--- src/rtl/sclm_pkg.sv ---
`timescale 1ns / 1ps

package sclm_pkg;

  // Block geometry
  localparam int unsigned BINS_PER_COLUMN = 13;
  localparam int unsigned COLUMNS         = 23;
  localparam int unsigned ROWS            = 6;

  // Fixed keyboard layout
  localparam int unsigned TABLE_COLS = 23;
  localparam int unsigned OUT_ROWS   = 6;
  localparam logic [6:0]  NO_LED     = 7'd127;
  localparam logic [6:0]  LINKED_LED = 7'd11;
  localparam int unsigned FULL_SCALE = 255;

  // Internal widths
  localparam int unsigned BIN_W  = $clog2(BINS_PER_COLUMN + 1);
  localparam int unsigned COL_W  = $clog2(COLUMNS + 1);
  localparam int unsigned LVL_W  = $clog2(ROWS + 1);
  localparam int unsigned TIDX_W = $clog2(TABLE_COLS);

  // Configuration registers
  localparam int unsigned ADDR_W       = 2;
  localparam logic [7:0]  GAIN_RESET   = 8'd13;
  localparam int unsigned REG_PEAK_GAIN = 0;

  typedef struct packed {
    logic [7:0] bin_value;
    logic       frame_start;
  } in_item_t;

  typedef struct packed {
    logic [4:0] column_index;
    logic [2:0] bar_level;
    logic [6:0] led_row0;
    logic [6:0] led_row1;
    logic [6:0] led_row2;
    logic [6:0] led_row3;
    logic [6:0] led_row4;
    logic [6:0] led_row5;
    logic       extra_led_on;
    logic       frame_done;
  } out_item_t;

  // LED number per column and row, row 0 at the bottom
  localparam logic [6:0] LED_MAP [TABLE_COLS][OUT_ROWS] = '{
    '{7'd96,  7'd77,  7'd60,  7'd38,  7'd16,  7'd127},
    '{7'd97,  7'd78,  7'd61,  7'd39,  7'd17,  7'd0  },
    '{7'd98,  7'd79,  7'd62,  7'd40,  7'd18,  7'd127},
    '{7'd99,  7'd80,  7'd63,  7'd41,  7'd19,  7'd1  },
    '{7'd100, 7'd81,  7'd64,  7'd42,  7'd20,  7'd2  },
    '{7'd127, 7'd82,  7'd65,  7'd43,  7'd21,  7'd3  },
    '{7'd127, 7'd83,  7'd66,  7'd44,  7'd22,  7'd4  },
    '{7'd127, 7'd84,  7'd67,  7'd45,  7'd23,  7'd127},
    '{7'd127, 7'd85,  7'd68,  7'd46,  7'd24,  7'd5  },
    '{7'd127, 7'd86,  7'd69,  7'd47,  7'd25,  7'd6  },
    '{7'd127, 7'd87,  7'd70,  7'd48,  7'd26,  7'd7  },
    '{7'd101, 7'd88,  7'd71,  7'd49,  7'd27,  7'd8  },
    '{7'd102, 7'd89,  7'd72,  7'd50,  7'd28,  7'd9  },
    '{7'd103, 7'd90,  7'd73,  7'd51,  7'd29,  7'd10 },
    '{7'd127, 7'd127, 7'd127, 7'd127, 7'd127, 7'd11 },
    '{7'd104, 7'd127, 7'd52,  7'd127, 7'd30,  7'd12 },
    '{7'd105, 7'd127, 7'd127, 7'd53,  7'd31,  7'd13 },
    '{7'd106, 7'd91,  7'd127, 7'd54,  7'd32,  7'd14 },
    '{7'd107, 7'd127, 7'd127, 7'd55,  7'd33,  7'd15 },
    '{7'd108, 7'd92,  7'd74,  7'd56,  7'd34,  7'd127},
    '{7'd127, 7'd93,  7'd75,  7'd57,  7'd35,  7'd127},
    '{7'd109, 7'd94,  7'd76,  7'd58,  7'd36,  7'd127},
    '{7'd95,  7'd127, 7'd59,  7'd127, 7'd37,  7'd127}
  };

endpackage

--- src/rtl/spectrum_column_led_meter.sv ---
`timescale 1ns / 1ps

// Spectrum column LED meter.
// Input channel (in_valid_i/in_ready_o, in_data_i): one spectrum bin per item;
// frame_start marks the first bin of a frame and restarts the column count.
// Every 13th bin of a frame closes a column; after 23 columns bins are
// dropped until the next frame start. Each closed column gives one item on
// the output channel (out_valid_o/out_ready_i, out_data_o): column index, bar
// level, LED number of each of the six rows and the LED 11 companion flag.
// peak_gain is written through the APB port; the decode compares paddr >> 2
// with 0, so every address selects it (reset value 13). Throughput: one bin
// per cycle while in_ready_o is high. A closed column passes from the closing
// stage, loaded at the edge that accepts its last bin, to the output register,
// loaded from the gain multiply / level / LED lookup stage.
// When the receiver stalls, the result holds and the closing stage can hold
// one more column; input stalls only once both stages are full.
// Reset clears the pipeline valids, bin and peak counters, sets the column
// count to idle (no results until a frame start) and loads gain 13.
module spectrum_column_led_meter (
  input  logic                      clk_i,
  input  logic                      rst_ni,
  input  logic                      in_valid_i,
  output logic                      in_ready_o,
  input  sclm_pkg::in_item_t        in_data_i,
  output logic                      out_valid_o,
  input  logic                      out_ready_i,
  output sclm_pkg::out_item_t       out_data_o,
  input  logic                      psel,
  input  logic                      penable,
  input  logic                      pwrite,
  input  logic [sclm_pkg::ADDR_W-1:0] paddr,
  input  logic [31:0]               pwdata,
  output logic [31:0]               prdata,
  output logic                      pready
);

  logic [7:0] gain_q;

  logic [sclm_pkg::BIN_W-1:0] bin_cnt_q, bin_cnt_d;
  logic [sclm_pkg::COL_W-1:0] col_cnt_q, col_cnt_d;
  logic [7:0]                 peak_q, peak_d;

  logic                       cls_valid_q;
  logic [7:0]                 cls_peak_q;
  logic [sclm_pkg::COL_W-1:0] cls_col_q;

  logic                       out_valid_q;
  sclm_pkg::out_item_t        out_q, out_d;

  logic in_acc, out_adv, cls_adv, closing;

  // Configuration port
  assign pready = 1'b1;
  assign prdata = {24'd0, gain_q};

  always_ff @(posedge clk_i or negedge rst_ni) begin
    if (!rst_ni) begin
      gain_q <= sclm_pkg::GAIN_RESET;
    end else if (psel && penable && pwrite &&
                 (paddr >> 2) == sclm_pkg::ADDR_W'(sclm_pkg::REG_PEAK_GAIN)) begin
      gain_q <= pwdata[7:0];
    end
  end

  // Handshake: output register frees on take, closing stage moves on behind it
  assign out_adv    = !out_valid_q || out_ready_i;
  assign cls_adv    = !cls_valid_q || out_adv;
  assign in_ready_o = cls_adv;
  assign in_acc     = in_valid_i && in_ready_o;

  // Bin accumulation and column closing
  always_comb begin
    logic [sclm_pkg::BIN_W-1:0] b;
    logic [sclm_pkg::COL_W-1:0] c;
    logic [7:0]                 p;
    b = in_data_i.frame_start ? '0 : bin_cnt_q;
    c = in_data_i.frame_start ? '0 : col_cnt_q;
    p = in_data_i.frame_start ? '0 : peak_q;
    bin_cnt_d = bin_cnt_q;
    col_cnt_d = col_cnt_q;
    peak_d    = peak_q;
    closing   = 1'b0;
    if (c < sclm_pkg::COL_W'(sclm_pkg::COLUMNS)) begin
      if (in_data_i.bin_value > p) begin
        p = in_data_i.bin_value;
      end
      b = b + 1'b1;
      if (b == sclm_pkg::BIN_W'(sclm_pkg::BINS_PER_COLUMN)) begin
        closing   = 1'b1;
        bin_cnt_d = '0;
        col_cnt_d = c + 1'b1;
        peak_d    = p;
      end else begin
        bin_cnt_d = b;
        col_cnt_d = c;
        peak_d    = p;
      end
    end
  end

  always_ff @(posedge clk_i or negedge rst_ni) begin
    if (!rst_ni) begin
      bin_cnt_q   <= '0;
      col_cnt_q   <= sclm_pkg::COL_W'(sclm_pkg::COLUMNS);
      peak_q      <= '0;
      cls_valid_q <= 1'b0;
    end else begin
      if (in_acc) begin
        bin_cnt_q <= bin_cnt_d;
        col_cnt_q <= col_cnt_d;
        peak_q    <= closing ? 8'd0 : peak_d;
      end
      if (cls_adv) begin
        cls_valid_q <= in_acc && closing;
      end
    end
  end

  // Closed column payload
  always_ff @(posedge clk_i) begin
    if (in_acc && closing) begin
      cls_peak_q <= peak_d;
      cls_col_q  <= col_cnt_d - 1'b1;
    end
  end

  // Gain, saturation, level and LED lookup
  always_comb begin
    logic [15:0]                 prod;
    logic [7:0]                  scaled;
    logic [sclm_pkg::LVL_W-1:0]  level;
    logic [6:0]                  led [sclm_pkg::OUT_ROWS];
    logic                        extra;
    logic                        in_table;
    logic [sclm_pkg::TIDX_W-1:0] tidx;
    prod   = 16'(cls_peak_q) * 16'(gain_q);
    scaled = (prod[15:8] != 8'd0) ? 8'hFF : prod[7:0];
    level  = '0;
    for (int k = 1; k <= sclm_pkg::ROWS; k++) begin
      if (16'(scaled) * 16'(sclm_pkg::ROWS) >= 16'(sclm_pkg::FULL_SCALE * k)) begin
        level = sclm_pkg::LVL_W'(k);
      end
    end
    in_table = cls_col_q < sclm_pkg::COL_W'(sclm_pkg::TABLE_COLS);
    tidx     = in_table ? sclm_pkg::TIDX_W'(cls_col_q) : '0;
    extra    = 1'b0;
    for (int r = 0; r < sclm_pkg::OUT_ROWS; r++) begin
      led[r] = sclm_pkg::NO_LED;
      if (32'(level) > r && in_table) begin
        led[r] = sclm_pkg::LED_MAP[tidx][r];
      end
      if (led[r] == sclm_pkg::LINKED_LED) begin
        extra = 1'b1;
      end
    end
    out_d.column_index = 5'(cls_col_q);
    out_d.bar_level    = 3'(level);
    out_d.led_row0     = led[0];
    out_d.led_row1     = led[1];
    out_d.led_row2     = led[2];
    out_d.led_row3     = led[3];
    out_d.led_row4     = led[4];
    out_d.led_row5     = led[5];
    out_d.extra_led_on = extra;
    out_d.frame_done   = cls_col_q == sclm_pkg::COL_W'(sclm_pkg::COLUMNS - 1);
  end

  // Output register
  always_ff @(posedge clk_i or negedge rst_ni) begin
    if (!rst_ni) begin
      out_valid_q <= 1'b0;
    end else if (out_adv) begin
      out_valid_q <= cls_valid_q;
    end
  end

  always_ff @(posedge clk_i) begin
    if (out_adv && cls_valid_q) begin
      out_q <= out_d;
    end
  end

  assign out_valid_o = out_valid_q;
  assign out_data_o  = out_q;

  // Checks
  a_col_range: assert property (@(posedge clk_i) disable iff (!rst_ni)
    col_cnt_q <= sclm_pkg::COL_W'(sclm_pkg::COLUMNS))
    else $error("column counter past frame end");

  a_bin_range: assert property (@(posedge clk_i) disable iff (!rst_ni)
    bin_cnt_q < sclm_pkg::BIN_W'(sclm_pkg::BINS_PER_COLUMN))
    else $error("bin counter past column size");

  a_cls_hold: assert property (@(posedge clk_i) disable iff (!rst_ni)
    cls_valid_q && !out_adv |=> cls_valid_q && $stable(cls_peak_q) && $stable(cls_col_q))
    else $error("closed column lost while output stalled");

  a_extra_led: assert property (@(posedge clk_i) disable iff (!rst_ni)
    out_valid_o && out_data_o.extra_led_on |->
      (out_data_o.led_row0 == sclm_pkg::LINKED_LED ||
       out_data_o.led_row1 == sclm_pkg::LINKED_LED ||
       out_data_o.led_row2 == sclm_pkg::LINKED_LED ||
       out_data_o.led_row3 == sclm_pkg::LINKED_LED ||
       out_data_o.led_row4 == sclm_pkg::LINKED_LED ||
       out_data_o.led_row5 == sclm_pkg::LINKED_LED))
    else $error("companion LED flagged without LED 11 lit");

endmodule
--- config.mk ---
export PLATFORM = sky130hd
export DESIGN_NAME = spectrum_column_led_meter
export DESIGN_NICKNAME = d
export VERILOG_FILES = /design/src/rtl/sclm_pkg.sv /design/src/rtl/spectrum_column_led_meter.sv
export SDC_FILE = /design/constraint.sdc
export NUM_CORES = 1
export LEC_CHECK = 0
export ABC_AREA = 0
export BUFFER_PORTS_ARGS = -buffer_cell sky130_fd_sc_hd__buf_2
export CELL_PAD_IN_SITES_DETAIL_PLACEMENT = 0
export CELL_PAD_IN_SITES_GLOBAL_PLACEMENT = 1
export CORE_MARGIN = 1
export CORE_UTILIZATION = 44
export CTS_BUF_LIST = sky130_fd_sc_hd__clkbuf_8 sky130_fd_sc_hd__clkbuf_16
export DETAILED_ROUTE_END_ITERATION = 6
export GPL_ROUTABILITY_DRIVEN = 0
export GPL_TIMING_DRIVEN = 0
export PLACE_DENSITY_LB_ADDON = 0.1
export SETUP_SLACK_MARGIN = 0.1
export SLEW_MARGIN = 5
export SYNTH_ARGS = -nofsm -noshare
export SYNTH_HDL_FRONTEND = slang
export SYNTH_SLANG_ARGS = --single-unit
--- constraint.sdc ---
create_clock -name clk_i -period 11.8 [get_ports clk_i]
set_input_delay 2.36 -clock clk_i [delete_from_list [all_inputs] [get_ports clk_i]]
set_output_delay 2.36 -clock clk_i [all_outputs]
set_load 0.01 [all_outputs]
==> Yosys cells after proc, flatten, opt, wreduce, memory -nomap -nowiden <==
Memories as Yosys holds them, arrays and structs flattened.
Index checks and enable logic that the tools add are counted.
{ "totals": {"n_memories": 1, "wordCells": 95, "ff_bits": 92, "rom_bits": 1344, "input_bits": 50} }
{ "classes": {"reduce_logical": 18, "order_cmp": 16, "addsub": 3, "bitwise_logic": 1, "mux": 28, "mul": 2, "eq_ne": 8} }
{ "mem_list": {"columns": ["memory", "words", "width", "read_ports", "rd_clocked_by_memory_dff", "write_ports", "line_no", "rtl"], "rows": [
  ["(no name shown)", 32, 42, 1, 0, 0, "spectrum_column_led_meter.sv:150", "led[r] = sclm_pkg::LED_MAP[tidx][r];"]
]} }
{ "ops": {"columns": ["operator", "n"], "rows": [
  ["$mux 42", 2],
  ["$eq 7x4->1 const B", 6],
  ["$mux 7", 6],
  ["$mux 8", 5],
  ["$ge 11x10->1 const B", 2],
  ["$ge 11x11->1 const B", 2],
  ["$mux 5", 4],
  ["$mul 8x8->16", 1],
  ["$mux 3", 5],
  ["$ge 11x8->1 const B", 1],
  ["$ge 11x9->1 const B", 1],
  ["$logic_and 1x1->1", 11],
  ["$lt 5x5->1 const B", 2],
  ["$mul 8x2->10 const B", 1],
  ["$gt 8x8->1", 1],
  ["$mux 4", 2],
  ["$reduce_bool 8->1", 1],
  ["$ge 6x6->1 const B", 1],
  ["$gt 3x1->1 const B", 2],
  ["$gt 3x2->1 const B", 2],
  ["$gt 3x3->1 const B", 2],
  ["$not 5->6", 1],
  ["$add 5x1->5 const B", 1],
  ["$eq 5x5->1 const B", 1],
  ["other kinds (8)", 13]
]} }

==> Depth between registers and ports, before layout <==
{ "logic_depth": {"depth_word": 16, "ltp_mapped": 30, "ltp_nobuf": 27} }

==> Worst setup path before layout <==
OpenSTA, ideal clock, no wires.
{ "synth_path": {"path_kind": "flip-flop to flip-flop", "from": "register gain_q[3]", "to": "register out_q, in the netlist out_data_o[26], data pin", "path_buffers": 1, "period_less_slack_ps": 8404, "arrival_ps": 8132, "setup_time_ps": 272, "setup_slack_ps": 3396, "t_required_ps": 11528, "stages_incl_launch_ff": 28, "cell_sequence": "dfstp_2 > clkbuf_1 > nand2_1 > fa_1 > inv_1 > fa_1 > inv_1 > fa_1 > fa_1 > inv_1 > ha_1 > a21o_1 > or3_1 > a22o_1 > or4b_4 > nor3_1 > nand2b_1 > ha_1 > fa_1 > a211oi_1 > o31ai_1 > a21o_1 > xnor2_1 > nor2_1 > o21ai_0 > and3_1 > a211oi_2 > or4_1"} }
{ "synth_lines": {"columns": ["element", "line_no", "rtl"], "rows": [
  ["start, declared", "spectrum_column_led_meter.sv:37", "logic [7:0] gain_q;"],
  ["start signal, assigned", "spectrum_column_led_meter.sv:58", "gain_q <= sclm_pkg::GAIN_RESET;"],
  ["start signal, assigned", "spectrum_column_led_meter.sv:61", "gain_q <= pwdata[7:0];"],
  ["end signal, assigned", "spectrum_column_led_meter.sv:179", "out_q <= out_d;"],
  ["end, declared", "spectrum_column_led_meter.sv:48", "sclm_pkg::out_item_t out_q, out_d;"]
]} }

==> run summary <==
The first routing iteration left 370 violations. The run gives 2 as the maximum buffer depth of the clock tree. Final hold violation count: 0.

Data on the critical path arrives at its endpoint at 9.56 ns. The run gives 1.51 mW as the post-route total power. The cell area after synthesis is 7560 sq um. The Yosys step of the flow raised 0 warnings. In the global route stage, overall resource usage came out at 20.2%. For the final database, setup skew stands at 0.00811 ns. The number of cell rows was 47. Total die area: 17,700 sq um. Counting the buffers created by CTS gives 9. The post-route cell area came out at 8670 sq um. The min-delay analysis places its worst path in the category flip-flop to flip-flop.

Timing analysis after detailed placement gives a worst setup slack of 2.30 ns. The clock period minus final worst setup slack was 9.48 ns. The total of buffers placed on input and output ports came out at 82. The clock net in this run drives a total of 86 sinks. The total power density per cell area was 174 nW/um^2; the detailed placement HPWL was 13,900 microns.

The count of state elements after synthesis was 86. The sequential cell area fraction in the yosys report came out at 32.5%. The logs give 0 for the number of cells upsized or downsized after cts and 1,584 for the count of filler cells inserted in the layout. The die span in x is 133 microns.

The initial antenna violation count is 0. The flow ran to the end, and the final reports show no timing, DRC or antenna violations. The final setup violation count was 0; the number of max-cap violations was 0. The post-synthesis cell type count was 64.

Setup repair after global routing left no endpoint under its margin. Die span in y: 133 microns. Wire length of the first global-routing pass: 28,600 microns.

After clock tree synthesis, the clock-pin slew on the worst setup and hold paths is 0.06 ns. The number of antenna repair diodes is 0. The fraction of layout instances using a drive strength above 1 is 17.2%. The top flip-flop cell by instance count after synthesis was sky130_fd_sc_hd__edfxtp_1. For the worst setup path, the data required time is 11.88 ns. Synthesis handed over a netlist of 801 instances. The run gives 1,081 as the final net count.

The mean cell area of the mapped netlist is 9.44 sq um. Instance area at placement: 8370 sq um. The area growth from synthesis to final layout works out to 14.7%. The worst supply voltage drop on vdd is 97.4 uV, and the number of design rule violations left after detail routing is 0. Dividing the detail-routed via count by the number of cells gives 5.30. Summed over all layers, the global routing overflow is 0. Number of placed instances, taps included: 1,130.

The detail route stage leaves a number of antenna-violating nets equal to 0. The core area was 16,700 sq um; the highest clock frequency the design can meet was 105 MHz. The tools report the worst hold slack after final layout as 0.462 ns. The worst setup path is of the flip-flop to flip-flop kind. The tools report the critical path endpoint category as a flip-flop. For the final routed database, the setup TNS stands at 0 ns. At the pin with the least slew margin, the transition time is 1.12 ns.

The run gives 5,881 as the via count of the first global-routing pass. Summing over every cut layer, the via total after detailed routing is 6,074. Entering global routing, the biggest net connects 42 pins.

For this run, asynchronously set or reset flops after synthesis account for 31.4%. The H-tree was split into 3 levels. Clock tree synthesis selected as its root buffer the cell sky130_fd_sc_hd__clkbuf_16.

TritonCTS built the clock tree. Of all nets on the critical path, the largest fanout is 9. The library cell used most frequently in the layout, excluding fill and tap cells, is sky130_fd_sc_hd__nand2_1.

The clock reaches the later pin of the worst-skew pair after 0.35 ns. The library cells used most frequently in the layout, excluding fill and tap cells, are sky130_fd_sc_hd__nand2_1, sky130_fd_sc_hd__inv_1, sky130_fd_sc_hd__buf_2. The detailed-routing iteration count for the pre-antenna-repair pass was 6; the boundary pin count was 137. The initial utilization of the core area, before any placement, comes to 45.3%. Measured against its own limit, the worst slew margin works out to 25.4%. For this run, the share of the core covered by cells in the final layout is 51.9%.

In the finished design, the share of the clock period the worst path needs comes to 80.3%. In this run the static leakage power is 3.92 nW. Critical path startpoint category: a flip-flop.

The routed design has 17,500 microns of wire. The worst setup slack after layout was 2.32 ns; the post-CTS setup-driven buffer insertion count was 0. Excluding fillers, the count of instances in the completed layout stands at 1,146. The run gives 0 as the number of pins exceeding their max-slew limit in the final report.

The final routed wire length divided by cell count is 15.2 microns. The synthesized design contains 59 enable-type register cells. For the total of hold buffers inserted after clock tree synthesis, the log shows 0.
[kinds of logic (layout without fill, tap and decap cells)]
kind of cell               count (synthesis)  count (layout)  share of synthesized area, %
buffers and inverters                    148             247                          8.92
DFF                                       86              86                          32.5
adders and majority gates                110             110                          21.9
AOI/OAI and AO/OA                        165             165                          15.2
and+or+nand+nor                          253             253                          16.6
muxes                                     17              17                          2.43
other                                      2              28                        0.0993
xor gates and xnor gates                  20              20                          2.42
[sequential cells by signal, indices dropped and copies added, names as in the netlist]
name	count
cls_peak_q	8
peak_q	8
cls_valid_q	1
out_data_o	46
col_cnt_q	5
gain_q	8
cls_col_q	5
out_valid_o	1
bin_cnt_q	4
[where the power goes]
part / internal, mW / switching, mW / total, mW
clock network: 0.174 / 0.108 / 0.282
logic: 0.342 / 0.513 / 0.856
registers: 0.356 / 0.0127 / 0.369
[final timing paths]
kind | startpoint | to | slack (ns) | cells past startpoint
max | gain_q[3] | out_data_o[26] | 2.32 | 27
min | cls_col_q[1] | out_data_o[48] | 0.46 | 0
max reg2reg | gain_q[3] | out_data_o[26] | 2.32 | 27
min reg2reg | cls_col_q[1] | out_data_o[48] | 0.46 | 0
max in group asynchronous | rst_ni | gain_q[1] | 9.38 | 1
min in group asynchronous | rst_ni | bin_cnt_q[0] | 2.02 | 1
[layer usage]
layer | global-route usage, % | vias to the layer above | routed length, microns
met4 | 6.82 | 0 | 331
met5 | 0 | - | 0
met1 | 26.7 | 2920 | 8080
met3 | 3.96 | 25 | 856
li1 | - | 2956 | -
met2 | 33.3 | 173 | 8210
[final cells by class]
class	count	area (sq um)	share of cell area [%]
buffer	65	363	4.18
sequential	86	2460	28.3
inverter	83	312	3.59
clock inverter	6	52.6	0.606
clock buffer	10	250	2.89
tap	220	275	3.17
multi-input combinational	593	4530	52.3
timing repair buffer	83	430	4.96
[worst max-delay path: stages, from the launching register on]
cell and delay [ns]:
sky130_fd_sc_hd__dfstp_2 0.53, sky130_fd_sc_hd__clkbuf_1 0.35, sky130_fd_sc_hd__nand2_1 0.14, sky130_fd_sc_hd__fa_1 0.52, sky130_fd_sc_hd__inv_1 0.05, sky130_fd_sc_hd__fa_1 0.47, sky130_fd_sc_hd__inv_1 0.05, sky130_fd_sc_hd__fa_1 0.50
sky130_fd_sc_hd__fa_1 0.54, sky130_fd_sc_hd__inv_1 0.04, sky130_fd_sc_hd__ha_1 0.37, sky130_fd_sc_hd__a21o_1 0.25, sky130_fd_sc_hd__or3_1 0.36, sky130_fd_sc_hd__a22o_1 0.21, sky130_fd_sc_hd__or4b_4 0.55, sky130_fd_sc_hd__nor3_1 0.61
sky130_fd_sc_hd__nand2b_1 0.34, sky130_fd_sc_hd__ha_1 0.32, sky130_fd_sc_hd__fa_1 0.42, sky130_fd_sc_hd__a211oi_1 0.35, sky130_fd_sc_hd__o31ai_1 0.13, sky130_fd_sc_hd__a21o_1 0.23, sky130_fd_sc_hd__xnor2_1 0.55, sky130_fd_sc_hd__nor2_1 0.21
sky130_fd_sc_hd__o21ai_0 0.20, sky130_fd_sc_hd__and3_1 0.25, sky130_fd_sc_hd__a211oi_2 0.14, sky130_fd_sc_hd__or4_1 0.55
[Yosys cell counts, types with 11 or more instances]
library cell | instances | share of area, %
sky130_fd_sc_hd__and2_1 | 39 | 3.2
sky130_fd_sc_hd__edfxtp_1 | 59 | 23
sky130_fd_sc_hd__fa_1 | 37 | 9.8
sky130_fd_sc_hd__inv_1 | 83 | 4.1
sky130_fd_sc_hd__xnor2_1 | 12 | 1.4
sky130_fd_sc_hd__dfrtp_1 | 20 | 6.6
sky130_fd_sc_hd__nand3_1 | 19 | 1.3
sky130_fd_sc_hd__nor2_1 | 43 | 2.1
sky130_fd_sc_hd__nand2_1 | 89 | 4.4
sky130_fd_sc_hd__buf_4 | 31 | 3.1
sky130_fd_sc_hd__a21oi_1 | 36 | 2.4
sky130_fd_sc_hd__nand2b_1 | 18 | 1.5
sky130_fd_sc_hd__o21ai_0 | 24 | 1.6
sky130_fd_sc_hd__clkbuf_1 | 32 | 1.6
sky130_fd_sc_hd__ha_1 | 73 | 12
sky130_fd_sc_hd__a22o_1 | 18 | 2.1
sky130_fd_sc_hd__mux2_2 | 11 | 1.6
No activity file was read; power rests on OpenSTA's default activity.
